### src/rtl/core/command_line_tokenizer_defines.svh
// Assertion macros for the command line tokenizer.
`ifndef COMMAND_LINE_TOKENIZER_DEFINES_SVH
`define COMMAND_LINE_TOKENIZER_DEFINES_SVH

`ifndef SYNTHESIS

// check on every edge out of reset
`define CLT_ASSERT(lbl, prop, msg) \
    lbl: assert property (@(posedge i_clk) disable iff (!i_rst_n) prop) else $error(msg);

// check on every edge, reset included
`define CLT_ASSERT_ALWAYS(lbl, prop, msg) \
    lbl: assert property (@(posedge i_clk) prop) else $error(msg);

`else

`define CLT_ASSERT(lbl, prop, msg)
`define CLT_ASSERT_ALWAYS(lbl, prop, msg)

`endif

`endif

### src/rtl/core/cmdtok_pkg.sv
// Shared constants, types and character helpers for the command line tokenizer.
package cmdtok_pkg;

    localparam int MAX_TOKENS_DEF  = 6;
    localparam int TOKEN_BYTES_DEF = 12;
    localparam int OUT_ARGS        = 5;
    localparam int ARG_W           = 32;
    localparam int KIND_W          = 2;
    localparam int ARGC_W          = 3;

    localparam logic [7:0] CHAR_SPACE = 8'h20;
    localparam logic [7:0] CHAR_TAB   = 8'h09;
    localparam logic [7:0] CHAR_CR    = 8'h0D;
    localparam logic [7:0] CHAR_LF    = 8'h0A;
    localparam logic [7:0] CHAR_ZERO  = 8'h30;
    localparam logic [7:0] CHAR_NINE  = 8'h39;
    localparam logic [7:0] CHAR_X     = 8'h78;
    localparam logic [7:0] CHAR_PLUS  = 8'h2B;
    localparam logic [7:0] CHAR_MINUS = 8'h2D;

    localparam logic [1:0] FORM_DEC  = 2'd0;
    localparam logic [1:0] FORM_ZERO = 2'd1;
    localparam logic [1:0] FORM_HEX  = 2'd2;
    localparam logic [1:0] FORM_STOP = 2'd3;

    localparam logic [KIND_W-1:0] KIND_WRITE = 2'd0;
    localparam logic [KIND_W-1:0] KIND_READ  = 2'd1;
    localparam logic [KIND_W-1:0] KIND_OTHER = 2'd2;

    localparam int WRITE_LEN = 5;
    localparam int READ_LEN  = 4;

    typedef struct packed {
        logic [1:0] form;
        logic       neg;
    } t_arg_state;

    function automatic logic [7:0] write_letter(input logic [2:0] idx);
        logic [7:0] ch;
        case (idx)
            3'd0:    ch = 8'h77; // w
            3'd1:    ch = 8'h72; // r
            3'd2:    ch = 8'h69; // i
            3'd3:    ch = 8'h74; // t
            3'd4:    ch = 8'h65; // e
            default: ch = 8'h00;
        endcase
        return ch;
    endfunction

    function automatic logic [7:0] read_letter(input logic [1:0] idx);
        logic [7:0] ch;
        case (idx)
            2'd0:    ch = 8'h72; // r
            2'd1:    ch = 8'h65; // e
            2'd2:    ch = 8'h61; // a
            2'd3:    ch = 8'h64; // d
            default: ch = 8'h00;
        endcase
        return ch;
    endfunction

    // {valid, value}
    function automatic logic [4:0] hex_digit(input logic [7:0] c);
        logic [4:0] r;
        if (c >= 8'h30 && c <= 8'h39) begin
            r = {1'b1, 4'(c - 8'h30)};
        end else if (c >= 8'h61 && c <= 8'h66) begin
            r = {1'b1, 4'(c - 8'h57)};
        end else if (c >= 8'h41 && c <= 8'h46) begin
            r = {1'b1, 4'(c - 8'h37)};
        end else begin
            r = 5'd0;
        end
        return r;
    endfunction

endpackage

### src/rtl/core/cmdtok_arg_unit.sv
// Per-character update of one argument value and its number form.
module cmdtok_arg_unit import cmdtok_pkg::*; (
    input  logic [7:0]       i_char,
    input  logic             i_first,
    input  t_arg_state       i_st,
    input  logic [ARG_W-1:0] i_value,
    output t_arg_state       o_st,
    output logic [ARG_W-1:0] o_value
);

    logic             w_dig;
    logic [3:0]       w_dec;
    logic [4:0]       w_hex;
    logic [ARG_W-1:0] w_times10;
    logic [ARG_W-1:0] w_dec_ext;

    assign w_dig     = (i_char >= CHAR_ZERO) && (i_char <= CHAR_NINE);
    assign w_dec     = 4'(i_char - CHAR_ZERO);
    assign w_hex     = hex_digit(i_char);
    assign w_times10 = (i_value << 3) + (i_value << 1);
    assign w_dec_ext = ARG_W'(w_dec);

    always_comb begin
        o_st    = i_st;
        o_value = i_value;
        case (i_st.form)
            FORM_DEC: begin
                if (i_first && i_char == CHAR_ZERO) begin
                    o_st.form = FORM_ZERO;
                end else if (i_first && i_char == CHAR_PLUS) begin
                    o_st = i_st;
                end else if (i_first && i_char == CHAR_MINUS) begin
                    o_st.neg = 1'b1;
                end else if (w_dig) begin
                    o_value = i_st.neg ? (w_times10 - w_dec_ext) : (w_times10 + w_dec_ext);
                end else begin
                    o_st.form = FORM_STOP;
                end
            end
            FORM_ZERO: begin
                if (i_char == CHAR_X) begin
                    o_st.form = FORM_HEX;
                end else if (w_dig) begin
                    o_st.form = FORM_DEC;
                    o_value   = w_dec_ext;
                end else begin
                    o_st.form = FORM_STOP;
                end
            end
            FORM_HEX: begin
                if (w_hex[4]) begin
                    o_value = (i_value << 4) + ARG_W'(w_hex[3:0]);
                end else begin
                    o_st.form = FORM_STOP;
                end
            end
            default: begin
                o_st = i_st;
            end
        endcase
    end

endmodule

### src/rtl/core/command_line_tokenizer.sv
// Command line tokenizer: splits a character stream into a command and arguments.
//
// Input channel (i_char_valid / o_char_ready / i_char_in) moves one byte per
// transfer. Space, tab and carriage return separate tokens; a newline ends the
// line. Every character updates the line state in the cycle it is accepted,
// so the block takes one character per clock, except that a newline waits while a result is stalled.
// Output channel (o_cmd_valid / i_cmd_ready) moves one result per line: the
// command kind (write, read, other), the argument count and five 32-bit
// argument values. The result sits in the output register in the cycle after
// the newline transfer, and it stays there until it is taken.
// While a result waits unread, ordinary characters are still taken; only a
// further newline is held off (o_char_ready low) until the result is taken,
// since the single output register is the only place a result can wait.
// Reset (i_rst_n low, synchronous) clears the line state, the argument
// values and the output valid flag. The argument path is one multiply by ten
// (shift and add) plus one add or subtract per character; hex digits shift by four.
`include "command_line_tokenizer_defines.svh"
module command_line_tokenizer import cmdtok_pkg::*; #(
    parameter int MAX_TOKENS  = MAX_TOKENS_DEF,
    parameter int TOKEN_BYTES = TOKEN_BYTES_DEF
) (
    input  logic                     i_clk,
    input  logic                     i_rst_n,
    input  logic                     i_char_valid,
    output logic                     o_char_ready,
    input  logic [7:0]               i_char_in,
    output logic                     o_cmd_valid,
    input  logic                     i_cmd_ready,
    output logic [KIND_W-1:0]        o_command_kind,
    output logic [ARGC_W-1:0]        o_arg_count,
    output logic signed [ARG_W-1:0]  o_arg0,
    output logic signed [ARG_W-1:0]  o_arg1,
    output logic signed [ARG_W-1:0]  o_arg2,
    output logic signed [ARG_W-1:0]  o_arg3,
    output logic signed [ARG_W-1:0]  o_arg4
);

    localparam int NARGS  = MAX_TOKENS - 1;
    localparam int CNT_W  = $clog2(MAX_TOKENS + 1);
    localparam int LEN_W  = $clog2(TOKEN_BYTES);
    localparam int SLOT_W = (NARGS > 1) ? $clog2(NARGS) : 1;

    // line state
    logic [CNT_W-1:0] r_tok_cnt, n_tok_cnt;
    logic [LEN_W-1:0] r_len, n_len;
    logic             r_wr_cand, n_wr_cand;
    logic             r_rd_cand, n_rd_cand;
    t_arg_state       r_st, n_st;
    logic [ARG_W-1:0] r_arg [NARGS];
    logic [ARG_W-1:0] n_arg [NARGS];

    // result register
    logic              r_out_valid, n_out_valid;
    logic [KIND_W-1:0] r_kind;
    logic [ARGC_W-1:0] r_argc;
    logic [ARG_W-1:0]  r_res [OUT_ARGS];

    logic             w_char_fire;
    logic             w_is_sep;
    logic             w_is_lf;
    logic [CNT_W-1:0] w_cnt_eff;
    logic [7:0]       w_len8;
    logic             w_room;
    logic [SLOT_W-1:0] w_slot;
    t_arg_state       w_unit_st;
    logic [ARG_W-1:0] w_unit_val;
    logic             w_wr_close, w_rd_close;
    logic             w_wr_final, w_rd_final;
    logic [KIND_W-1:0] w_kind;
    logic [ARG_W-1:0] w_res_src [OUT_ARGS];

    assign w_is_sep = (i_char_in == CHAR_SPACE) || (i_char_in == CHAR_TAB)
                    || (i_char_in == CHAR_CR);
    assign w_is_lf  = (i_char_in == CHAR_LF);

    // hold off a newline only while the result register is full and stalled
    assign o_char_ready = !w_is_lf || !r_out_valid || i_cmd_ready;
    assign w_char_fire  = i_char_valid && o_char_ready;

    // a line with no tokens yet behaves as one with an empty first token
    assign w_cnt_eff = (r_tok_cnt == '0) ? CNT_W'(1) : r_tok_cnt;
    assign w_len8    = 8'(r_len);
    assign w_room    = (r_len < LEN_W'(TOKEN_BYTES - 1));
    assign w_slot    = SLOT_W'(w_cnt_eff - CNT_W'(2));

    cmdtok_arg_unit u_arg (
        .i_char  (i_char_in),
        .i_first (r_len == '0),
        .i_st    (r_st),
        .i_value (r_arg[w_slot]),
        .o_st    (w_unit_st),
        .o_value (w_unit_val)
    );

    // name closes: only an exact-length prefix match survives
    assign w_wr_close = r_wr_cand && (w_len8 == 8'(WRITE_LEN));
    assign w_rd_close = r_rd_cand && (w_len8 == 8'(READ_LEN));
    assign w_wr_final = (w_cnt_eff == CNT_W'(1)) ? w_wr_close : r_wr_cand;
    assign w_rd_final = (w_cnt_eff == CNT_W'(1)) ? w_rd_close : r_rd_cand;
    assign w_kind     = w_wr_final ? KIND_WRITE : (w_rd_final ? KIND_READ : KIND_OTHER);

    genvar gk;
    generate
        for (gk = 0; gk < OUT_ARGS; gk++) begin : g_res_src
            if (gk < NARGS) begin : g_arg
                assign w_res_src[gk] = r_arg[gk];
            end else begin : g_none
                assign w_res_src[gk] = '0;
            end
        end
    endgenerate

    always_comb begin
        n_tok_cnt = r_tok_cnt;
        n_len     = r_len;
        n_wr_cand = r_wr_cand;
        n_rd_cand = r_rd_cand;
        n_st      = r_st;
        for (int i = 0; i < NARGS; i++) begin
            n_arg[i] = r_arg[i];
        end
        n_out_valid = r_out_valid && !i_cmd_ready;

        if (w_char_fire) begin
            if (w_is_lf) begin
                n_out_valid = 1'b1;
                n_tok_cnt   = '0;
                n_len       = '0;
                n_wr_cand   = 1'b1;
                n_rd_cand   = 1'b1;
                n_st        = '{form: FORM_DEC, neg: 1'b0};
                for (int i = 0; i < NARGS; i++) begin
                    n_arg[i] = '0;
                end
            end else if (w_is_sep) begin
                n_tok_cnt = w_cnt_eff;
                // open a new token unless empty or the token limit is reached
                if (r_len != '0 && w_cnt_eff < CNT_W'(MAX_TOKENS)) begin
                    if (w_cnt_eff == CNT_W'(1)) begin
                        n_wr_cand = w_wr_close;
                        n_rd_cand = w_rd_close;
                    end
                    n_tok_cnt = w_cnt_eff + CNT_W'(1);
                    n_len     = '0;
                    n_st      = '{form: FORM_DEC, neg: 1'b0};
                end
            end else begin
                n_tok_cnt = w_cnt_eff;
                // drop characters beyond the first TOKEN_BYTES - 1 of a token
                if (w_room) begin
                    if (w_cnt_eff == CNT_W'(1)) begin
                        if (w_len8 >= 8'(WRITE_LEN) || write_letter(w_len8[2:0]) != i_char_in)
                        begin
                            n_wr_cand = 1'b0;
                        end
                        if (w_len8 >= 8'(READ_LEN) || read_letter(w_len8[1:0]) != i_char_in)
                        begin
                            n_rd_cand = 1'b0;
                        end
                    end else begin
                        n_st          = w_unit_st;
                        n_arg[w_slot] = w_unit_val;
                    end
                    n_len = r_len + LEN_W'(1);
                end
            end
        end
    end

    always_ff @(posedge i_clk) begin
        if (!i_rst_n) begin
            r_tok_cnt   <= '0;
            r_len       <= '0;
            r_wr_cand   <= 1'b1;
            r_rd_cand   <= 1'b1;
            r_st        <= '{form: FORM_DEC, neg: 1'b0};
            r_out_valid <= 1'b0;
            for (int i = 0; i < NARGS; i++) begin
                r_arg[i] <= '0;
            end
        end else begin
            r_tok_cnt   <= n_tok_cnt;
            r_len       <= n_len;
            r_wr_cand   <= n_wr_cand;
            r_rd_cand   <= n_rd_cand;
            r_st        <= n_st;
            r_out_valid <= n_out_valid;
            for (int i = 0; i < NARGS; i++) begin
                r_arg[i] <= n_arg[i];
            end
        end
    end

    // load the result on a newline transfer
    always_ff @(posedge i_clk) begin
        if (w_char_fire && w_is_lf) begin
            r_kind <= w_kind;
            r_argc <= ARGC_W'(w_cnt_eff - CNT_W'(1));
            for (int k = 0; k < OUT_ARGS; k++) begin
                r_res[k] <= w_res_src[k];
            end
        end
    end

    assign o_cmd_valid    = r_out_valid;
    assign o_command_kind = r_kind;
    assign o_arg_count    = r_argc;
    assign o_arg0         = r_res[0];
    assign o_arg1         = r_res[1];
    assign o_arg2         = r_res[2];
    assign o_arg3         = r_res[3];
    assign o_arg4         = r_res[4];

    `CLT_ASSERT(a_lf_no_overwrite,
        (w_char_fire && w_is_lf) |-> (!r_out_valid || i_cmd_ready),
        "newline accepted while an unread result is stalled")
    `CLT_ASSERT(a_valid_from_lf,
        $rose(o_cmd_valid) |-> $past(w_char_fire && w_is_lf),
        "result valid without a newline transfer")
    `CLT_ASSERT(a_line_cleared,
        (w_char_fire && w_is_lf) |=> (r_tok_cnt == '0 && r_len == '0 && o_cmd_valid),
        "line state not cleared after newline")
    `CLT_ASSERT_ALWAYS(a_tok_limit,
        !i_rst_n || (r_tok_cnt <= CNT_W'(MAX_TOKENS)),
        "token count beyond limit")

endmodule

### config.mk
export PLATFORM = sky130hd
export DESIGN_NAME = command_line_tokenizer
export DESIGN_NICKNAME = d
export VERILOG_FILES = /design/src/rtl/core/cmdtok_pkg.sv /design/src/rtl/core/cmdtok_arg_unit.sv /design/src/rtl/core/command_line_tokenizer.sv
export VERILOG_INCLUDE_DIRS = /design/src /design/src/rtl/core
export SDC_FILE = /design/constraint.sdc
export NUM_CORES = 1
export LEC_CHECK = 0
export ABC_AREA = 1
export BUFFER_PORTS_ARGS = -buffer_cell sky130_fd_sc_hd__buf_4
export CORE_MARGIN = 2
export CORE_UTILIZATION = 45
export CTS_CLUSTER_SIZE = 20
export DETAILED_ROUTE_END_ITERATION = 8
export GPL_TIMING_DRIVEN = 1
export SYNTH_ARGS = -nofsm -noshare
export SYNTH_HDL_FRONTEND = slang
export SYNTH_SLANG_ARGS = --single-unit
### constraint.sdc
create_clock -name i_clk -period 6.3 [get_ports i_clk]
set_clock_uncertainty 0.05 [all_clocks]
set_input_delay 1.26 -clock i_clk [delete_from_list [all_inputs] [get_ports i_clk]]
set_output_delay 1.26 -clock i_clk [all_outputs]
set_load 0.05 [all_outputs]
==> flow_summary.toml, run 1 <==
[worst_setup_path]
crit_path_top_delay_cell = "inv_1"
critPathLaunchType = "flop"
worstSetupPathType = "flop to flop"
crit_path_end_kind = "flop"
rr_worst_depth = 29
crit_top_cell = "nand2_1"
cp.arrival_ns = 5.75
crit_fanout = 24
r2r_slack_ns = 0.96
r2r-start = "r_tok_cnt[0]"
worstReg2RegEnd = "r_arg[3][31]"
slowest_delay_ns = 0.71
cp.required_ns = 6.71

[clocking]
cts.clk_slew.worst_paths_ns = 0.07
h-tree-depth = 2
cts_tree = "built"
clock_sinks = 338
clockBufferDepth = 3
cts_inserted_buffers = 37
cts-root-buf = "clkbuf_16"
clk_latency_ns = 0.54
cts_hold_buf = 0
cts_setup_buffers = 0
post_cts_resized = 0

[worst_hold_path]
min_to = "r_res[0][31]"
min_from = "r_arg[0][31]"
hold_path_class = "flop to flop"
whs_path_depth = 0

[logic_synthesis]
async_flop_share_pct = 0
synth_cell_type_count = 57
synth-simple-area-share_pct = 28.6
syn_inst = 2429
synth-seq-cells = 338
synth_compound_area_share_pct = 14.2
avgSynthCellArea_um2 = 7.56
synthMuxAreaShare_pct = 0
syn-cell-area_um2 = 18400
synthAdderAreaFrac_pct = 3.73
synthXorXnorAreaFrac_pct = 0.906
synth-seq-area-share_pct = 45.8
postSynthNetCount = 2494
dominantRegCellSynth = "dfxtp_1"
synth_top_family_by_area = "simple AND/OR/NAND/NOR gates"
synth_edf_count = 165
ys_warn_count = 0

[sta]
relSlewSlack_pct = 23.6
fin_tns_setup_ns = 0
hold_viol = 0
grt_setup_unrepaired = "false"
fmax_mhz = 187
setup_viol = 0
fin_hold_ws_ns = 0.405
finalMaxSlewViolations = 0
period_minus_slack_ns = 5.34
worst_pin_slew_ns = 1.15
fin_crit_sh_pct = 84.8

[floorplanning]
dieArea_um2 = 42500
core_um2 = 40600
initial_core_util_pct = 45.3
io_pins = 179
fp.dieH_um = 206
die_w_um = 206
rows = 74

[placed_design]
port_buffers = 178
dp_hpwl_mm = 43.4
place_inst = 3066
gp_congestion = 0.903

[drt]
viasPerCell = 5.53
ant_nets = 0
drcViolationCount = 0
wl_per_cell_um = 19.2
wirelength_mm = 60.0
drt_first_pass_iters = 6
first_iter_violations = 1801
vias = 17300

[grt]
grt_pass1_wl_mm = 91.1
grt_max_degree = 157
antenna_found_initial = 1
gr-total-overflow = 0
first_global_vias = 15700
grt_usage_pct = 27.9

[job]
drv_cap = 0

[power]
ir_worst_vdd_mv = 0.129
p_per_area_nw_per_um2 = 215
leakage_nw = 8.96

[layout]
nets = 2638
area_growth_pct = 16.6
diodes = 0
final_common_cell = "nand2_1"
final_layout_size_suffix_gt1_share_pct = 13.9
layout_common_cells = "nand2_1 (791), a21oi_1 (236), inv_1 (202)"
stdcell_count = 3133

[outcome]
status = "finished clean"
[flip-flops by register name, summed over array words and instances, names as in the netlist]
signal	cells
o_cmd_valid	1
r_rd_cand	1
o_command_kind	2
r_wr_cand	1
r_res	160
o_arg_count	3
r_arg	160
r_len	4
r_st	3
r_tok_cnt	3
[cells in the mapped netlist, drive strengths merged (2+ instances only)]
master	count	area share, %
a211oi	6	0.25
a21oi	237	6.5
a221oi	21	1.0
a22oi	27	1.1
a31oi	10	0.46
a32o	3	0.16
buf	35	0.97
clkbuf	62	1.3
clkinv	3	0.061
dfxtp	173	19
edfxtp	165	27
fa	3	0.33
ha	50	3.4
inv	218	4.5
nand2	830	17
nand3	210	6.0
nand4	23	0.78
nor2	149	3.5
nor3	13	0.38
nor4	2	0.10
o211ai	5	0.20
o21a	4	0.16
o21ai	137	3.8
o22ai	4	0.14
o311ai	2	0.095
or2	6	0.20
xnor2	3	0.14
xor2	16	0.76
[stage by stage]
step	total power, mW	area [µm²]	setup WS (ns)	utilization [%]
global placement	2.46	20200	1.05	49.8
detailed placement	2.46	20200	1.01	49.8
global route	4.75	21400	0.524	52.8
floorplan	2.42	18400	0.494	-
CTS	4.65	21400	0.992	52.8
finish	4.61	21400	0.958	52.8
[worst max-delay path by stage]
stage                   end         start  cells past startpoint  slack (ns)
6_report       r_arg[3][31]  r_tok_cnt[0]                     29        0.96
5_1_grt        r_arg[4][19]  r_tok_cnt[0]                     25        0.52
4_1_cts        r_arg[3][31]  r_tok_cnt[1]                     28        0.99
3_5_place_dp   r_arg[3][31]  r_tok_cnt[1]                     28        1.01
3_3_place_gp   r_arg[4][31]  r_tok_cnt[0]                     29        1.05
2_1_floorplan     r_rd_cand  i_char_in[6]                     12        0.49
[where the power goes]
group / internal [mW] / total [mW] / switching (mW)
clock network: 1.31 / 2.19 / 0.888
registers: 2.29 / 2.29 / 0.00434
logic: 0.0331 / 0.127 / 0.0935
[routing by layer]
metal	vias to the layer above	track usage (%)	wire length, µm
met5	-	0	17
met4	2	7.04	1260
met3	94	4.53	4820
met2	683	42.4	26400
met1	8122	41.2	27500
li1	8415	-	-
[worst max-delay path, delay by kind of cell, from the launching register on]
| kind | cells | cell delay (ns) |
|---|---|---|
| AND/OR/NAND/NOR | 19 | 2.63 |
| adder cells (fa/ha/maj) | 1 | 0.32 |
| buffers and inverters | 5 | 1.32 |
| flip-flops | 1 | 0.39 |
| AO/OA/AOI/OAI | 4 | 0.56 |
[final cells by class]
type	instances	area (µm²)
clock buffers	46	970
clock inverters	21	245
fillers	3990	19100
inverters	221	836
multi-input cells	1773	8760
flip-flops and latches	338	8420
well taps	532	666
repair buffers	202	1530
[logic make-up after synthesis]
kind of cell / after synthesis
xor+xnor: 19
fa+ha+maj: 53
flops: 338
compound gates: 465
buf+inv: 318
simple gates: 1236
Power figures use the tool's default switching activity.
==> run 2, diff against run 1 <==
--- a/config.mk
+++ b/config.mk
@@ -6,7 +6,7 @@
 export SDC_FILE = /design/constraint.sdc
 export NUM_CORES = 1
 export LEC_CHECK = 0
-export ABC_AREA = 1
+export ABC_AREA = 0
 export BUFFER_PORTS_ARGS = -buffer_cell sky130_fd_sc_hd__buf_4
 export CORE_MARGIN = 2
 export CORE_UTILIZATION = 45
==> constraint.sdc (replaced) <==
create_clock -name i_clk -period 5.2 [get_ports i_clk]
set_clock_uncertainty 0.05 [all_clocks]
set_input_delay 1.04 -clock i_clk [delete_from_list [all_inputs] [get_ports i_clk]]
set_output_delay 1.04 -clock i_clk [all_outputs]
set_load 0.05 [all_outputs]
==> flow_summary.toml, run 2 <==
[logic_synthesis]
ys_warn_count = 0
async_flop_share_pct = 0
synth_most_common_cell = "nand2_1"
synth_top_family_by_area = "compound AO/OA/AOI/OAI gates"
synthTopCellsByArea = "edfxtp_1 (29%), dfxtp_1 (20%), nand2_1 (5.4%)"
syn_inst = 1756
synthAdderAreaFrac_pct = 4.01
synth_compound_area_share_pct = 20.9
synthMuxAreaShare_pct = 3.19
ys_top_cells_by_count = "nand2_1 (244), dfxtp_1 (173), edfxtp_1 (165), o21ai_0 (136), nor2_1 (101)"
synth-simple-area-share_pct = 17.2
syn-cell-area_um2 = 17100
postSynthNetCount = 1821
synth_cell_type_count = 85
yosysTopAreaCell = "edfxtp_1"
synth-seq-cells = 338
synth-seq-area-share_pct = 49.2
synthXorXnorAreaFrac_pct = 2.56
avgSynthCellArea_um2 = 9.75
synth_edf_count = 165
synth_top_cell_area_share_pct = 28.9
dominantRegCellSynth = "dfxtp_1"

[placed_design]
dp_hpwl_mm = 44.9
gp_congestion = 0.968
placed_cell_area_um2 = 21100
port_buffers = 178

[drt]
vias = 15800
ant_nets = 0
m1WireLength_mm = 26.2
drcViolationCount = 0
top_layer = "met5"
wirelength_mm = 59.4
wl_per_cell_um = 22.0
wl_met2_mm = 27.2
first_iter_violations = 1496
viasPerCell = 5.84
drt_first_pass_iters = 6
dr_wl_met3_mm = 4.14

[floorplanning]
core_um2 = 37600
initial_core_util_pct = 45.5
io_pins = 179
fp.dieH_um = 199
die_w_um = 199
rows = 71
dieArea_um2 = 39600

[grt]
gr-total-overflow = 0
grt_pass1_wl_mm = 89.2
antenna_found_initial = 1
grt_usage_pct = 29.5
first_global_vias = 15100
grt_max_degree = 101

[job]
drv_cap = 0

[worst_setup_path]
crit_path_top_delay_cell = "or4_4"
critPathTopFamily = "compound AO/OA/AOI/OAI gates"
cp.arrival_ns = 5.66
worstSetupPathType = "flop to flop"
slowest_delay_ns = 0.46
cp.required_ns = 5.57
path_buf_inv = 5
critPathLaunchType = "flop"
crit_top_cell = "buf_4"
crit_path_end_kind = "flop"
crit_fanout = 17
r2r-start = "r_tok_cnt[2]"
crit_path_start = "r_tok_cnt[2]"
crit_path_cell_trace = "o21bai_4 -> buf_4 -> buf_12 -> mux2_2 -> o21ai_4 -> o21ai_0 -> buf_4 -> ha_2 -> buf_4 -> nand4_1 -> o211ai_1 -> buf_4 -> o21ai_0 -> a21o_1 -> or4_4 -> or3_4 -> a2111oi_4 -> nor2_2 -> a221o_2 -> a32o_1"

[clocking]
h-tree-depth = 2
clockBufferDepth = 3
clock_sinks = 338
clk_latency_ns = 0.53
cts_tree = "built"
cts-root-buf = "clkbuf_16"
cts_inserted_buffers = 36
cts.clk_slew.worst_paths_ns = 0.06

[sta]
period_minus_slack_ns = 5.30
fmax_mhz = 189
relSlewSlack_pct = 20.0
finalMaxSlewViolations = 0
worst_pin_slew_ns = 1.19
hold_viol = 0
grt_setup_unrepaired = "true"
postLayoutSetupSlackWorst_ns = -0.0951
setup_viol = 15
fin_crit_sh_pct = 102

[layout]
fillers = 3260
nets = 2232
top_regs = "r_arg (160), r_res (160), r_len (4)"
final_area_um2 = 22800
area_growth_pct = 33.3
layout_common_cells = "buf_4 (458), nand2_1 (238), dfxtp_1 (170)"
final_layout_size_suffix_gt1_share_pct = 30.1
final_common_cell = "buf_4"
diodes = 0

[power]
p_per_area_nw_per_um2 = 240
clkPwrFrac_pct = 45.8
seqPwrFrac_pct = 50.6
p_switching_mw = 1.17
leakage_nw = 8.89
ir_worst_vdd_mv = 0.192
power_frac_comb_pct = 3.5
p_int_mw = 4.32
p_total_mw = 5.48
swShare_pct = 21.3

[outcome]
status = "finished, violations left"
violations = "negative setup slack"

[worst_hold_path]
min_from = "r_arg[0][26]"
hold_path_class = "flop to flop"
==> run 2: through the flow <==
stage	TNS (ns)	cells	util, %	setup WS [ns]	hold slack [ns]
after global routing	-3.52	2705	60.7	-0.240	0.405
after global placement	-11.77	2626	56.1	-0.459	0.393
after floorplan	-29.07	1756	-	-0.361	0.372
after detailed placement	-16.24	2626	56.1	-0.498	0.393
after CTS	-1.46	2698	59.6	-0.126	0.399
final	-0.994	2705	60.7	-0.0951	0.397
==> run 2: kinds of logic (layout without fill, tap and decap cells) <==
group	count (synthesis)	count (layout)
buffers and inverters	129	567
XOR/XNOR	50	50
AO/OA/AOI/OAI	527	527
AND/OR/NAND/NOR	606	606
adder cells (fa/ha/maj)	53	53
multiplexers	53	53
flip-flops	338	338
==> run 2: final timing paths <==
check / to / slack (ns) / cells after the start
max: r_arg[0][24] / -0.1 / 20
min: r_res[0][26] / 0.40 / 0
max reg2reg: r_arg[0][24] / -0.1 / 20
min reg2reg: r_res[0][26] / 0.40 / 0
==> run 2: routing by layer <==
layer	GRT usage, %	up-vias
met5	0	-
met3	3.88	107
li1	-	7366
met1	41.6	7690
met2	46.9	641
met4	9.45	2
==> run 2: repair_timing <==
| item | CTS | global route |
|---|---|---|
| setup buffers | 6 | 7 |
| resized for setup | 30 | 90 |
| gates cloned | 1 | 0 |
| setup endpoints to repair | 66 | 88 |
| hold buffers | 0 | 0 |
| pin swaps | 11 | 33 |
==> run 2: final cells by class <==
type                    instances  area, µm²  share of cell area [%]
clock buffers                  49        971                    4.26
clock inverters                16        186                   0.817
inverters                      29        114                   0.499
multi-input cells            1289       8810                    38.6
flip-flops and latches        338       8420                    36.9
well taps                     511        639                    2.80
repair buffers                473       3680                    16.1
==> run 2: worst register-to-register path, delay by kind of cell, from the launching register on <==
kind	cells	cell delay (ns)
multiplexers	1	0.38
adder cells (fa/ha/maj)	1	0.38
AND/OR/NAND/NOR	4	1.05
AO/OA/AOI/OAI	9	2.15
buffers and inverters	5	0.84
flip-flops	1	0.34
==> run 2: power groups by stage <==
stage	registers (mW)	clock network, mW	logic (mW)
after floorplan	2.84	0	0.128
after detailed placement	2.83	0	0.188
after global placement	2.83	0	0.186
after global routing	2.78	2.66	0.208
after CTS	2.78	2.55	0.190
final	2.78	2.51	0.195
